### config.mk
export PLATFORM = sky130hd
export DESIGN_NAME = lep_queue
export DESIGN_NICKNAME = d
export VERILOG_FILES = /design/src/hw/rtl/lyapunov_exponent_pixel_defines.svh /design/src/hw/rtl/lep_pkg.sv /design/src/hw/rtl/lep_queue.sv
export SDC_FILE = /design/constraint.sdc
export NUM_CORES = 1
export LEC_CHECK = 0
export BUFFER_PORTS_ARGS = -buffer_cell sky130_fd_sc_hd__buf_4
export CORE_MARGIN = 2
export CORE_UTILIZATION = 45
export CTS_CLUSTER_DIAMETER = 100
export CTS_CLUSTER_SIZE = 20
export DETAILED_ROUTE_END_ITERATION = 10
export PLACE_DENSITY_LB_ADDON = 0.3
export SETUP_SLACK_MARGIN = 0.5
export SLEW_MARGIN = 0
export SYNTH_ARGS = -nofsm -noshare
export SYNTH_HDL_FRONTEND = slang
export SYNTH_SLANG_ARGS = --single-unit
### constraint.sdc
create_clock -name clock -period 13.6 [get_ports clock]
set_input_delay 0 -clock clock [delete_from_list [all_inputs] [get_ports clock]]
set_output_delay 0 -clock clock [all_outputs]
set_load 0.1 [all_outputs]
### src/hw/rtl/lyapunov_exponent_pixel_defines.svh
// Assertion helpers used by the back end (lep_back).
`ifndef LYAPUNOV_EXPONENT_PIXEL_DEFINES_SVH
`define LYAPUNOV_EXPONENT_PIXEL_DEFINES_SVH

// Consequent must hold in the same cycle as the antecedent.
`define LEP_ASSERT_SAME(name, clk, rst, ante, cons) \
   name: assert property (@(posedge clk) disable iff (rst) (ante) |-> (cons)) \
      else $error("lep assertion failed");

// Consequent must hold in the cycle after the antecedent.
`define LEP_ASSERT_NEXT(name, clk, rst, ante, cons) \
   name: assert property (@(posedge clk) disable iff (rst) (ante) |=> (cons)) \
      else $error("lep assertion failed");

`endif

### src/hw/rtl/lep_pkg.sv
package lep_pkg;

   localparam int DIM_W      = 10;
   localparam int PAT_LEN    = 64;
   localparam int POS_W      = 6;
   localparam int LEN_W      = 7;
   localparam int ITER_W     = 13;
   localparam int MAX_ITER   = 4096;
   localparam int EXP_W      = 31;
   localparam int MAXO_W     = 30;
   localparam int SUM_W      = 54;
   localparam int DIV_CNT_W  = 6;
   localparam int FRAC_W     = 26;
   localparam int LOG_INT_W  = 8;
   localparam int LOG_W      = LOG_INT_W + FRAC_W;
   localparam int CSR_IDX_W  = 4;

   // The cap 4.0 in Q3.29 (r) and 1.0 in Q1.31 (x) share the same bit pattern.
   localparam logic [31:0] ONE_Q = 32'h8000_0000;
   localparam logic signed [SUM_W-1:0] LIMIT_Q26 = 54'sd671088640;

   typedef enum logic [CSR_IDX_W-1:0] {
      CSR_A_START     = 4'd0,
      CSR_A_STEP      = 4'd1,
      CSR_B_START     = 4'd2,
      CSR_B_STEP      = 4'd3,
      CSR_SEQ_PATTERN = 4'd4,
      CSR_SEQ_LENGTH  = 4'd5,
      CSR_ITERATIONS  = 4'd6,
      CSR_X_START     = 4'd7
   } csr_index_type;

   typedef struct packed {
      logic [31:0]       a_start;
      logic [31:0]       a_step;
      logic [31:0]       b_start;
      logic [31:0]       b_step;
      logic [63:0]       seq_pattern;
      logic [LEN_W-1:0]  seq_length;
      logic [ITER_W-1:0] iterations;
      logic [31:0]       x_start;
   } lep_cfg_type;

   typedef struct packed {
      logic [31:0] a;
      logic [31:0] b;
      logic        frame_start;
   } lep_item_type;

   typedef struct packed {
      logic        start;
      logic [63:0] f;
   } lep_log_req_type;

endpackage

### src/hw/rtl/lep_queue.sv
module lep_queue import lep_pkg::*; (
   input  logic         clock,
   input  logic         reset,
   input  logic         push,
   input  lep_item_type push_data,
   input  logic         pop,
   output logic         full,
   output logic         empty,
   output lep_item_type head
);

   lep_item_type mem_ff [2];
   logic         wr_ptr_ff;
   logic         rd_ptr_ff;
   logic [1:0]   count_ff;

   assign full  = (count_ff == 2'd2);
   assign empty = (count_ff == 2'd0);
   assign head  = mem_ff[rd_ptr_ff];

   always_ff @(posedge clock) begin
      if (reset) begin
         wr_ptr_ff <= 1'b0;
         rd_ptr_ff <= 1'b0;
         count_ff  <= 2'd0;
      end else begin
         if (push) begin
            mem_ff[wr_ptr_ff] <= push_data;
            wr_ptr_ff         <= !wr_ptr_ff;
         end
         if (pop) begin
            rd_ptr_ff <= !rd_ptr_ff;
         end
         count_ff <= count_ff + 2'(push) - 2'(pop);
      end
   end

endmodule

After elaboration in Yosys (flattened, before gate mapping) --
Memory sizes are Yosys's and may differ from the RTL's. A register that Yosys moved wholly into a read port is not among the register bits. Index checks and enable logic that the tools add are counted.
Storage, ports and cells: flip-flop bits (word level) 4, bits in writable memories 130, word-level logic and storage cells 15, memories kept 1
Cells by class: add/sub/neg operators 2, equal/unequal tests 1, mux-type cells 5, reduce and logical (&&, ||, !) cells 3
Memories:
- mem_ff | words 2, width 65, read ports 1, clocked after memory_dff 1, write ports 1, RTL line lep_queue.sv:12 | lep_item_type mem_ff [2];
Operators with widths (count):
- 1-bit two-way mux | 5
- 2-bit by 1-bit adder with 2-bit output | 1
- 2-bit == test (second input constant) | 1
- 1-bit zero test | 2
- 2-bit zero test | 1
- 2-bit by 1-bit subtractor with 2-bit output | 1

Depth between registers and ports, before layout --
depth after elaboration 3, mapped depth 6, gate-level depth less buffers 6

Worst setup path after synthesis --
No wires, ideal clock.
kind reg-to-reg, start register wr_ptr_ff, end memory mem_ff[0][0] in the netlist's numbering (enable), data arrival time 5.068 ns, required time 13.019 ns, slack 7.951 ns, stages on the path, launching flop included 2, period minus slack after synthesis 5.649 ns, path through dfxtp_1 > nor3b_1
RTL lines:
- start: declaration | RTL line lep_queue.sv:13 | logic wr_ptr_ff;
- start signal: assignment | RTL line lep_queue.sv:29 | wr_ptr_ff <= !wr_ptr_ff;
- end: declaration | RTL line lep_queue.sv:12
No word-level cell before the write port.

==> out/qor.yml <==
postRouteWirelength_um: 9380
max_cap_viol_count: 0
min-delay-start: "push_data[30]"
initial_core_util_pct: 46.6
coreArea_um2: 11000
dieArea_um2: 12200
run_status: "complete, no violations"
leakage_uw: 0.00300
clockRootBuffer: "clkbuf_16"
path_max_fanout: 65
tns_ns: 0
h-tree-depth: 4
vdd_ir_drop_max_v: 0.0000949
cts.sinks: 135
r2r_setup_slack_ns: 11.60
numCtsBuffers: 17
grt_pass1_wl_um: 15100
cp-end-kind: "output pin"
portBuffers: 135
final_common_cell: "buf_4"
dr.first_iter.drc_count: 114
syn_to_final_growth_pct: 48.7
num_vias: 2776
fin_hold_ws_ns: 0.326
startpoint_type: "flop"
setup_violations: 0
clk_pin_slew_worst_paths_ns: 0.06
overflow: 0
fp.dieW_um: 111
netlist_instances: 223
grt_pass1_vias: 3084
yosysUniqueCellTypes: 14
layout_common_cells: "138 x buf_4, 130 x edfxtp_1, 68 x dlygate4sd3_1"
timing.final.hold_violations: 0
route.detailed.drc: 0
yosysSeqAreaShare_pct: 78.3
min_to: "mem_ff[0][30]$_DFFE_PP_"
grt_start_max_net_pins: 66
post-route-period-util_pct: 16.4
viasPerCell: 4.67
worst_ep_required_time_ns: 13.60
gp_congestion: 0.712
holdPathStages: 2
antenna_found_initial: 0
syn-num-nets: 294
critPathKind: "reg -> out"
cts_tree: "done"
relSlewSlack_pct: 23.7
fmax_mhz: 450
ys_ff_latch: 135
synth_area_um2: 5120
fillers: 701
clock_path_buffers: 2
hold_path_class: "in -> reg"
row_count: 38
grt_setup_unrepaired: "false"
antenna_left: 0
postCtsHoldBufs: 68
wl_per_cell_um: 15.8
fin_nets: 512
final-max-slew-violation-count: 0
antenna-diode-count: 0
synth_area_per_cell_um2: 22.9
cellPowerDensity_nw_per_um2: 164
grtUsageTotal_pct: 16.1
synth_top_area_cell: "edfxtp_1"
netlist.area_leader.share_pct: 76.3
post_cts_buffers: 0
post-route-min-period_ns: 2.22
drive_gt1_share_pct: 51.8
cts_resized: 0
synth.area.top_cells: "edfxtp_1 76%, mux2_4 15%, mux2_2 3.3%, dfxtp_1 2.0%, buf_6 1.3%"
arrival_ns: 2.22
r2r_start: "wr_ptr_ff$_SDFFE_PP0P_"
die_y_um: 111
worstRegToRegCells: 2
ys_warn_count: 0
drt_pass1_iterations: 4
io_pins: 136
fin_skew_ns: 0.00507
clk_latency_ns: 0.40
worst_pin_slew_ns: 1.14
r2r-end: "mem_ff[1][31]$_DFFE_PP_"
[cell type report]
type	count	area, um^2	area share (%)
repair buffers	206	1720	22.6
clock inverters	12	225	2.96
clock buffers	20	437	5.74
multi-input cells	79	1040	13.7
well taps	140	175	2.30
inverters	2	7.51	0.0987
flip-flops and latches	135	4010	52.7
[worst max-delay path by stage]
stage,start,to,depth (start not counted)
floorplan,wr_ptr_ff$_SDFFE_PP0P_,mem_ff[0][0]$_DFFE_PP_,1
global placement,wr_ptr_ff$_SDFFE_PP0P_,mem_ff[1][52]$_DFFE_PP_,2
detailed placement,wr_ptr_ff$_SDFFE_PP0P_,mem_ff[1][48]$_DFFE_PP_,2
CTS,flop,head[3],2
global route,flop,head[3],2
finish,flop,head[3],2
[cells in the mapped netlist]
master    number
and3b_1        1
buf_2          1
buf_6          6
dfxtp_1        5
edfxtp_1     130
ha_1           2
inv_1          2
mux2_2        15
mux2_4        50
nor2_1         5
nor2b_1        2
nor3b_1        1
xnor2_1        2
xnor3_1        1
[through the flow]
| stage | worst slack [ns] | cell area (um^2) | cells | utilization (%) | power [uW] |
|---|---|---|---|---|---|
| after floorplan | 7.95 | 5120 | 223 | - | 686 |
| after global placement | 11.58 | 6260 | 494 | 57.0 | 734 |
| after detailed placement | 11.56 | 6260 | 494 | 57.0 | 737 |
| after CTS | 11.33 | 7610 | 594 | 69.3 | 1260 |
| after global routing | 11.26 | 7610 | 594 | 69.3 | 1290 |
| final | 11.38 | 7610 | 594 | 69.3 | 1250 |
[power by group]
group	switching (uW)	internal (uW)
registers	14.8	476
logic	171	81.1
clock network	161	345
[worst max-delay path, stage by stage (launching register included)]
cell	delay (ns)
dfxtp_4	1.11
mux2_2	0.44
buf_4	0.24
[routing by layer]
| layer | up-vias | global-route usage, % | wire, um |
|---|---|---|---|
| met5 | - | 0 | 0 |
| met4 | 0 | 6.50 | 125 |
| met3 | 10 | 5.49 | 479 |
| met1 | 1354 | 17.3 | 3650 |
| li1 | 1319 | - | - |
| met2 | 93 | 29.0 | 5130 |
[kinds of logic after synthesis]
kind of cell / count (synthesis) / share of synthesized area (%)
flip-flops: 135 / 78.3
buffers and inverters: 9 / 1.57
adder cells (fa/ha/maj): 2 / 0.489
XOR/XNOR: 3 / 0.783
multiplexers: 65 / 18.0
AND/OR/NAND/NOR: 9 / 0.929
[registers in the layout, summed over array words and instances (netlist names), named ones only]
name	flops
rd_ptr_ff	1
wr_ptr_ff	1
mem_ff	130
count_ff	2
No activity file was read; power rests on OpenSTA's default activity.
