<file path="src/hw/rtl/lyapunov_exponent_pixel_defines.svh">
// Assertion helpers used by the back end (lep_back).
`ifndef LYAPUNOV_EXPONENT_PIXEL_DEFINES_SVH
`define LYAPUNOV_EXPONENT_PIXEL_DEFINES_SVH

// Consequent must hold in the same cycle as the antecedent.
`define LEP_ASSERT_SAME(name, clk, rst, ante, cons) \
   name: assert property (@(posedge clk) disable iff (rst) (ante) |-> (cons)) \
      else $error("lep assertion failed");

// Consequent must hold in the cycle after the antecedent.
`define LEP_ASSERT_NEXT(name, clk, rst, ante, cons) \
   name: assert property (@(posedge clk) disable iff (rst) (ante) |=> (cons)) \
      else $error("lep assertion failed");

`endif

</file>
<file path="src/hw/rtl/lep_pkg.sv">
package lep_pkg;

   localparam int DIM_W      = 10;
   localparam int PAT_LEN    = 64;
   localparam int POS_W      = 6;
   localparam int LEN_W      = 7;
   localparam int ITER_W     = 13;
   localparam int MAX_ITER   = 4096;
   localparam int EXP_W      = 31;
   localparam int MAXO_W     = 30;
   localparam int SUM_W      = 54;
   localparam int DIV_CNT_W  = 6;
   localparam int FRAC_W     = 26;
   localparam int LOG_INT_W  = 8;
   localparam int LOG_W      = LOG_INT_W + FRAC_W;
   localparam int CSR_IDX_W  = 4;

   // The cap 4.0 in Q3.29 (r) and 1.0 in Q1.31 (x) share the same bit pattern.
   localparam logic [31:0] ONE_Q = 32'h8000_0000;
   localparam logic signed [SUM_W-1:0] LIMIT_Q26 = 54'sd671088640;

   typedef enum logic [CSR_IDX_W-1:0] {
      CSR_A_START     = 4'd0,
      CSR_A_STEP      = 4'd1,
      CSR_B_START     = 4'd2,
      CSR_B_STEP      = 4'd3,
      CSR_SEQ_PATTERN = 4'd4,
      CSR_SEQ_LENGTH  = 4'd5,
      CSR_ITERATIONS  = 4'd6,
      CSR_X_START     = 4'd7
   } csr_index_type;

   typedef struct packed {
      logic [31:0]       a_start;
      logic [31:0]       a_step;
      logic [31:0]       b_start;
      logic [31:0]       b_step;
      logic [63:0]       seq_pattern;
      logic [LEN_W-1:0]  seq_length;
      logic [ITER_W-1:0] iterations;
      logic [31:0]       x_start;
   } lep_cfg_type;

   typedef struct packed {
      logic [31:0] a;
      logic [31:0] b;
      logic        frame_start;
   } lep_item_type;

   typedef struct packed {
      logic        start;
      logic [63:0] f;
   } lep_log_req_type;

endpackage

</file>
<file path="src/hw/rtl/lep_front.sv">
module lep_front import lep_pkg::*; (
   input  logic              clock,
   input  logic              reset,
   input  logic              req_valid,
   output logic              req_stall,
   input  logic [DIM_W-1:0]  req_column,
   input  logic [DIM_W-1:0]  req_row,
   input  logic              req_frame_start,
   input  lep_cfg_type       cfg,
   input  logic              q_full,
   output logic              q_push,
   output lep_item_type      q_data
);

   logic             stg_valid_ff;
   logic [DIM_W-1:0] stg_col_ff;
   logic [DIM_W-1:0] stg_row_ff;
   logic             stg_fs_ff;
   logic             accept;

   // Saturating axis value: origin plus index times step, capped at 4.0.
   function automatic logic [31:0] axis_value(logic [31:0] start, logic [DIM_W-1:0] idx,
                                              logic [31:0] step);
      logic [42:0] v;
      v = 43'(start) + 43'(idx) * 43'(step);
      return (v > 43'(ONE_Q)) ? ONE_Q : v[31:0];
   endfunction

   assign q_push    = stg_valid_ff && !q_full;
   assign req_stall = stg_valid_ff && q_full;
   assign accept    = req_valid && !req_stall;

   assign q_data.a           = axis_value(cfg.a_start, stg_col_ff, cfg.a_step);
   assign q_data.b           = axis_value(cfg.b_start, stg_row_ff, cfg.b_step);
   assign q_data.frame_start = stg_fs_ff;

   always_ff @(posedge clock) begin
      if (reset) begin
         stg_valid_ff <= 1'b0;
      end else begin
         if (accept) begin
            stg_valid_ff <= 1'b1;
            stg_col_ff   <= req_column;
            stg_row_ff   <= req_row;
            stg_fs_ff    <= req_frame_start;
         end else if (q_push) begin
            stg_valid_ff <= 1'b0;
         end
      end
   end

endmodule

</file>
<file path="config.mk">
export PLATFORM = sky130hd
export DESIGN_NAME = lep_front
export DESIGN_NICKNAME = d
export VERILOG_FILES = /design/src/hw/rtl/lyapunov_exponent_pixel_defines.svh /design/src/hw/rtl/lep_pkg.sv /design/src/hw/rtl/lep_front.sv
export SDC_FILE = /design/constraint.sdc
export NUM_CORES = 2
export LEC_CHECK = 0
export BUFFER_PORTS_ARGS = -buffer_cell sky130_fd_sc_hd__buf_2
export CAP_MARGIN = 5
export CORE_ASPECT_RATIO = 1.75
export CORE_UTILIZATION = 41
export DETAILED_ROUTE_END_ITERATION = 8
export GPL_TIMING_DRIVEN = 1
export PLACE_DENSITY = 0.69
export SYNTH_ARGS = -nofsm -noshare
export SYNTH_HDL_FRONTEND = slang
export SYNTH_SLANG_ARGS = --single-unit
export TNS_END_PERCENT = 10
</file>
<file path="constraint.sdc">
create_clock -name clock -period 10.1 [get_ports clock]
set_input_delay 1.01 -clock clock [delete_from_list [all_inputs] [get_ports clock]]
set_output_delay 1.01 -clock clock [all_outputs]
set_load 0.05 [all_outputs]
</file>
Word level (Yosys, flattened, before mapping). Cells that the tools add are included.

Memories: 0. Register bits after elaboration: 22. Output and inout bits: 67. Memory bits (writable): 0. Bits in read-only memories: 0. Bits in latches: 0.

Multiply operators: 2. Reduce and logical (&&, ||, !) cells: 7. Shifts and indexed selects: 0. Eq/ne operators: 0. Magnitude comparators: 2. Mux-type cells: 4. $add $sub $neg: 2. Bitwise logic cells: 1. Divide/modulo/power cells: 0.

Operator list (count): $add 32x42->43 (2); $gt 43x32->1 const B (2); $mul 10x32->42 (2); $mux 32 (2); $logic_and 1x1->1 (3); $logic_not 1->1 (2); $mux 1 (2); $reduce_and 2->1 (1); $reduce_bool 2->1 (1); $not 1->1 (1).

Logic depth before layout (Yosys ltp).
Depth in word-level cells: 4. Mapped depth: 26.

Worst setup path after synthesis. No wires, ideal clock.

Kind: input -> output. Start: input cfg[185] in the netlist's numbering. End: output q_data[53] in the netlist's numbering. Path slack: 676 ps. Arrival time: 8414 ps. Stages: 25. Path through: clkbuf_1 and2_1 fa_1 inv_1 fa_1 inv_1 fa_1 fa_1 inv_1 fa_1 inv_1 ha_1 buf_2 nand4_1 a2111oi_0 nand2_1 a21oi_1 a21oi_1 or4_1 mux2i_1 or4_1 or4_1 clkbuf_1 buf_2 nor3b_1.

RTL lines: start: declaration (line lep_front.sv:9) `input lep_cfg_type cfg,`; end: declaration (line lep_front.sv:12) `output lep_item_type q_data`.

==> results.cfg <==
[setup_path]
crit_slowest_cell = edfxtp_1
r2r_cells = 3
r2r-end = stg_row_ff[9]
slowest_delay_ps = 940
crit_required_ps = 9090
r2r-start = stg_valid_ff
cpMostUsedCell = fa_1
crit_type = register to primary output
cp-end-kind = primary output
startpoint_type = register
cp.arrival_ps = 8460
rrSetupSlack_ps = 8770
crit_path_max_fanout = 32
path_cells = nand2_1, fa_1, inv_1, fa_1, fa_1, fa_1, inv_1, fa_1, inv_1, ha_1, nand4_1, a2111oi_0, nand2_1, a21oi_1, a21oi_1, or4_1, mux2i_1, or4_1, or4_1, buf_4, nor4_2, buf_2

[sta]
tns_ps = 0
finalSetupViolCount = 0
fin_ws_ps = 630
relSlewSlack = 0.258
fin_crit_ps = 9470
final.period_utilization = 0.938
drv_slew = 0
fin_skew_ps = 9.13
fmax_ghz = 0.106
hold_viol = 0
tightest_slew_ps = 1110
rsz0062_at_grt = false

[route]
dr.pass1.iters = 6
m1WireLength_um = 21400
drc_errors = 0
vias = 19797
ant_nets = 0
initialDrtViolationCount = 979
drt-wirelength-per-cell_um = 19.7
dr_wl_met2_um = 41600
routed_wirelength_um = 72000
highest_layer = met5
wl_met3_um = 2890
vias_per_cell = 5.41

[global_routing]
overflow = 0
grt_pass1_vias = 21505
track_usage = 0.250
antenna_found_initial = 8
grt_max_degree = 33
grt_pass1_wl_um = 112000

[logic_synthesis]
synth_area_leaders = fa_1, inv_1, ha_1, nand2_1, and2_1
syn_inst = 2805
avgSynthCellArea_um2 = 8.40
synth_top_area_frac = 0.460
synthArstFlopShare = 0
ys_ff_latch = 22
synthesis.nets = 3782
ys_seq_area_frac = 0.0276
synth.most_common_cell = inv_1
yosysTopAreaCell = fa_1
synth_cell_type_count = 70
synth_edf_count = 21
synth_common_cells = inv_1, fa_1, nand2_1
netlist_area_um2 = 23600
ys_warn_count = 0
synth-main-ff-cell = edfxtp_1

[clocking]
cts_tree = built
numCtsBuffers = 3
cts-root-buf = clkbuf_16
ctsLongestPathBuffers = 2
clock-sinks = 22
cts_setup_buffers = 0
cts_resized = 0
cts-htree-levels = 1
ctsHoldBuffers = 0
insertion_delay_ps = 270
clk_pin_slew_ps = 60

[floorplan]
dieArea_um2 = 58500
core-area_um2 = 56500
chipHeight_um = 319
die_w_um = 183
start_util = 0.417
io_pins = 336
rows = 115

[placement]
io_buffers = 219
place_hpwl_um = 63200
dpl_worst_slack_ps = 708
dp_cells = 3654
place.gp.congestion = 0.984

[worst_hold_path]
hp-class = register to register
holdPathStages = 3
min_from = stg_valid_ff
whs_endpoint = stg_valid_ff

[final_layout]
layout.cells.non_filler = 3662
nNetsFinal = 3876
utilization = 0.449
drive_above_1_share = 0.0956
syn_to_final_growth_pct = 7.58

[run]
maxCapViolCount = 0

[outcome]
outcome = finished, final reports clean
## worst max-delay path by stage
| stage | startpoint | to | slack (ps) | cells after the start |
|---|---|---|---|---|
| global route | stg_col_ff[4] | q_data[52] | 290 | 22 |
| finish | stg_col_ff[4] | q_data[52] | 630 | 22 |
| CTS | stg_col_ff[4] | q_data[52] | 680 | 22 |
| global placement | cfg[188] | q_data[52] | 710 | 23 |
| detailed placement | cfg[187] | q_data[52] | 710 | 23 |
| floorplan | cfg[185] | q_data[53] | 680 | 25 |
## flip-flops by register name, indices dropped and copies added, names as in the netlist
name and flops:
stg_col_ff 10, stg_row_ff 10, stg_fs_ff 1, stg_valid_ff 1
## placed cells by master (no fill, tap or decap), types with 23 or more instances in the layout
master and instances:
a21o_1 27, a21oi_1 106, and2_1 247, buf_2 219, buf_4 33, fa_1 542
ha_1 166, inv_1 564, nand2_1 497, nand3_1 23, nand4_1 25, nor2_1 63
nor3_1 40, nor3b_1 32, o21ai_0 53, xnor2_1 32, xor2_1 29
## through the flow
step / area (µm²) / hold slack (ps)
after CTS: 25400 / 650
after floorplan: 23600 / 827
after detailed placement: 25200 / 632
after global placement: 25200 / 616
after global routing: 25400 / 736
final: 25400 / 644
## cell type report
cell class	count	area [µm²]
fillers	5602	31200
multi-input cells	2056	20200
inverters	564	2120
repair buffers	252	1340
well taps	760	951
flip-flops and latches	22	651
clock buffers	3	75.1
clock inverters	1	30.0
diodes	4	10.0
## metal layers
metal	global-route usage	up-vias
li1	-	8719
met1	0.219	10020
met2	0.509	736
met3	0.0230	318
met4	0.182	4
met5	0	-
## logic make-up after synthesis
kind of cell    share of synthesized area
simple gates                        0.205
buf+inv                             0.117
fa+ha+maj                           0.548
compound gates                     0.0767
xor+xnor                           0.0227
flops                              0.0276
mux                               0.00318
## critical path, delay by kind of cell (launching register included)
family | cells | cell delay (ps)
muxes | 1 | 140
and+or+nand+nor | 7 | 2500
AOI/OAI and AO/OA | 3 | 860
buffers and inverters | 5 | 750
adders and majority gates | 6 | 2960
DFF | 1 | 940
Power is left out: the tool's default activity adds up to more than one toggle a clock period on the data nets, which glitch-free logic cannot reach.
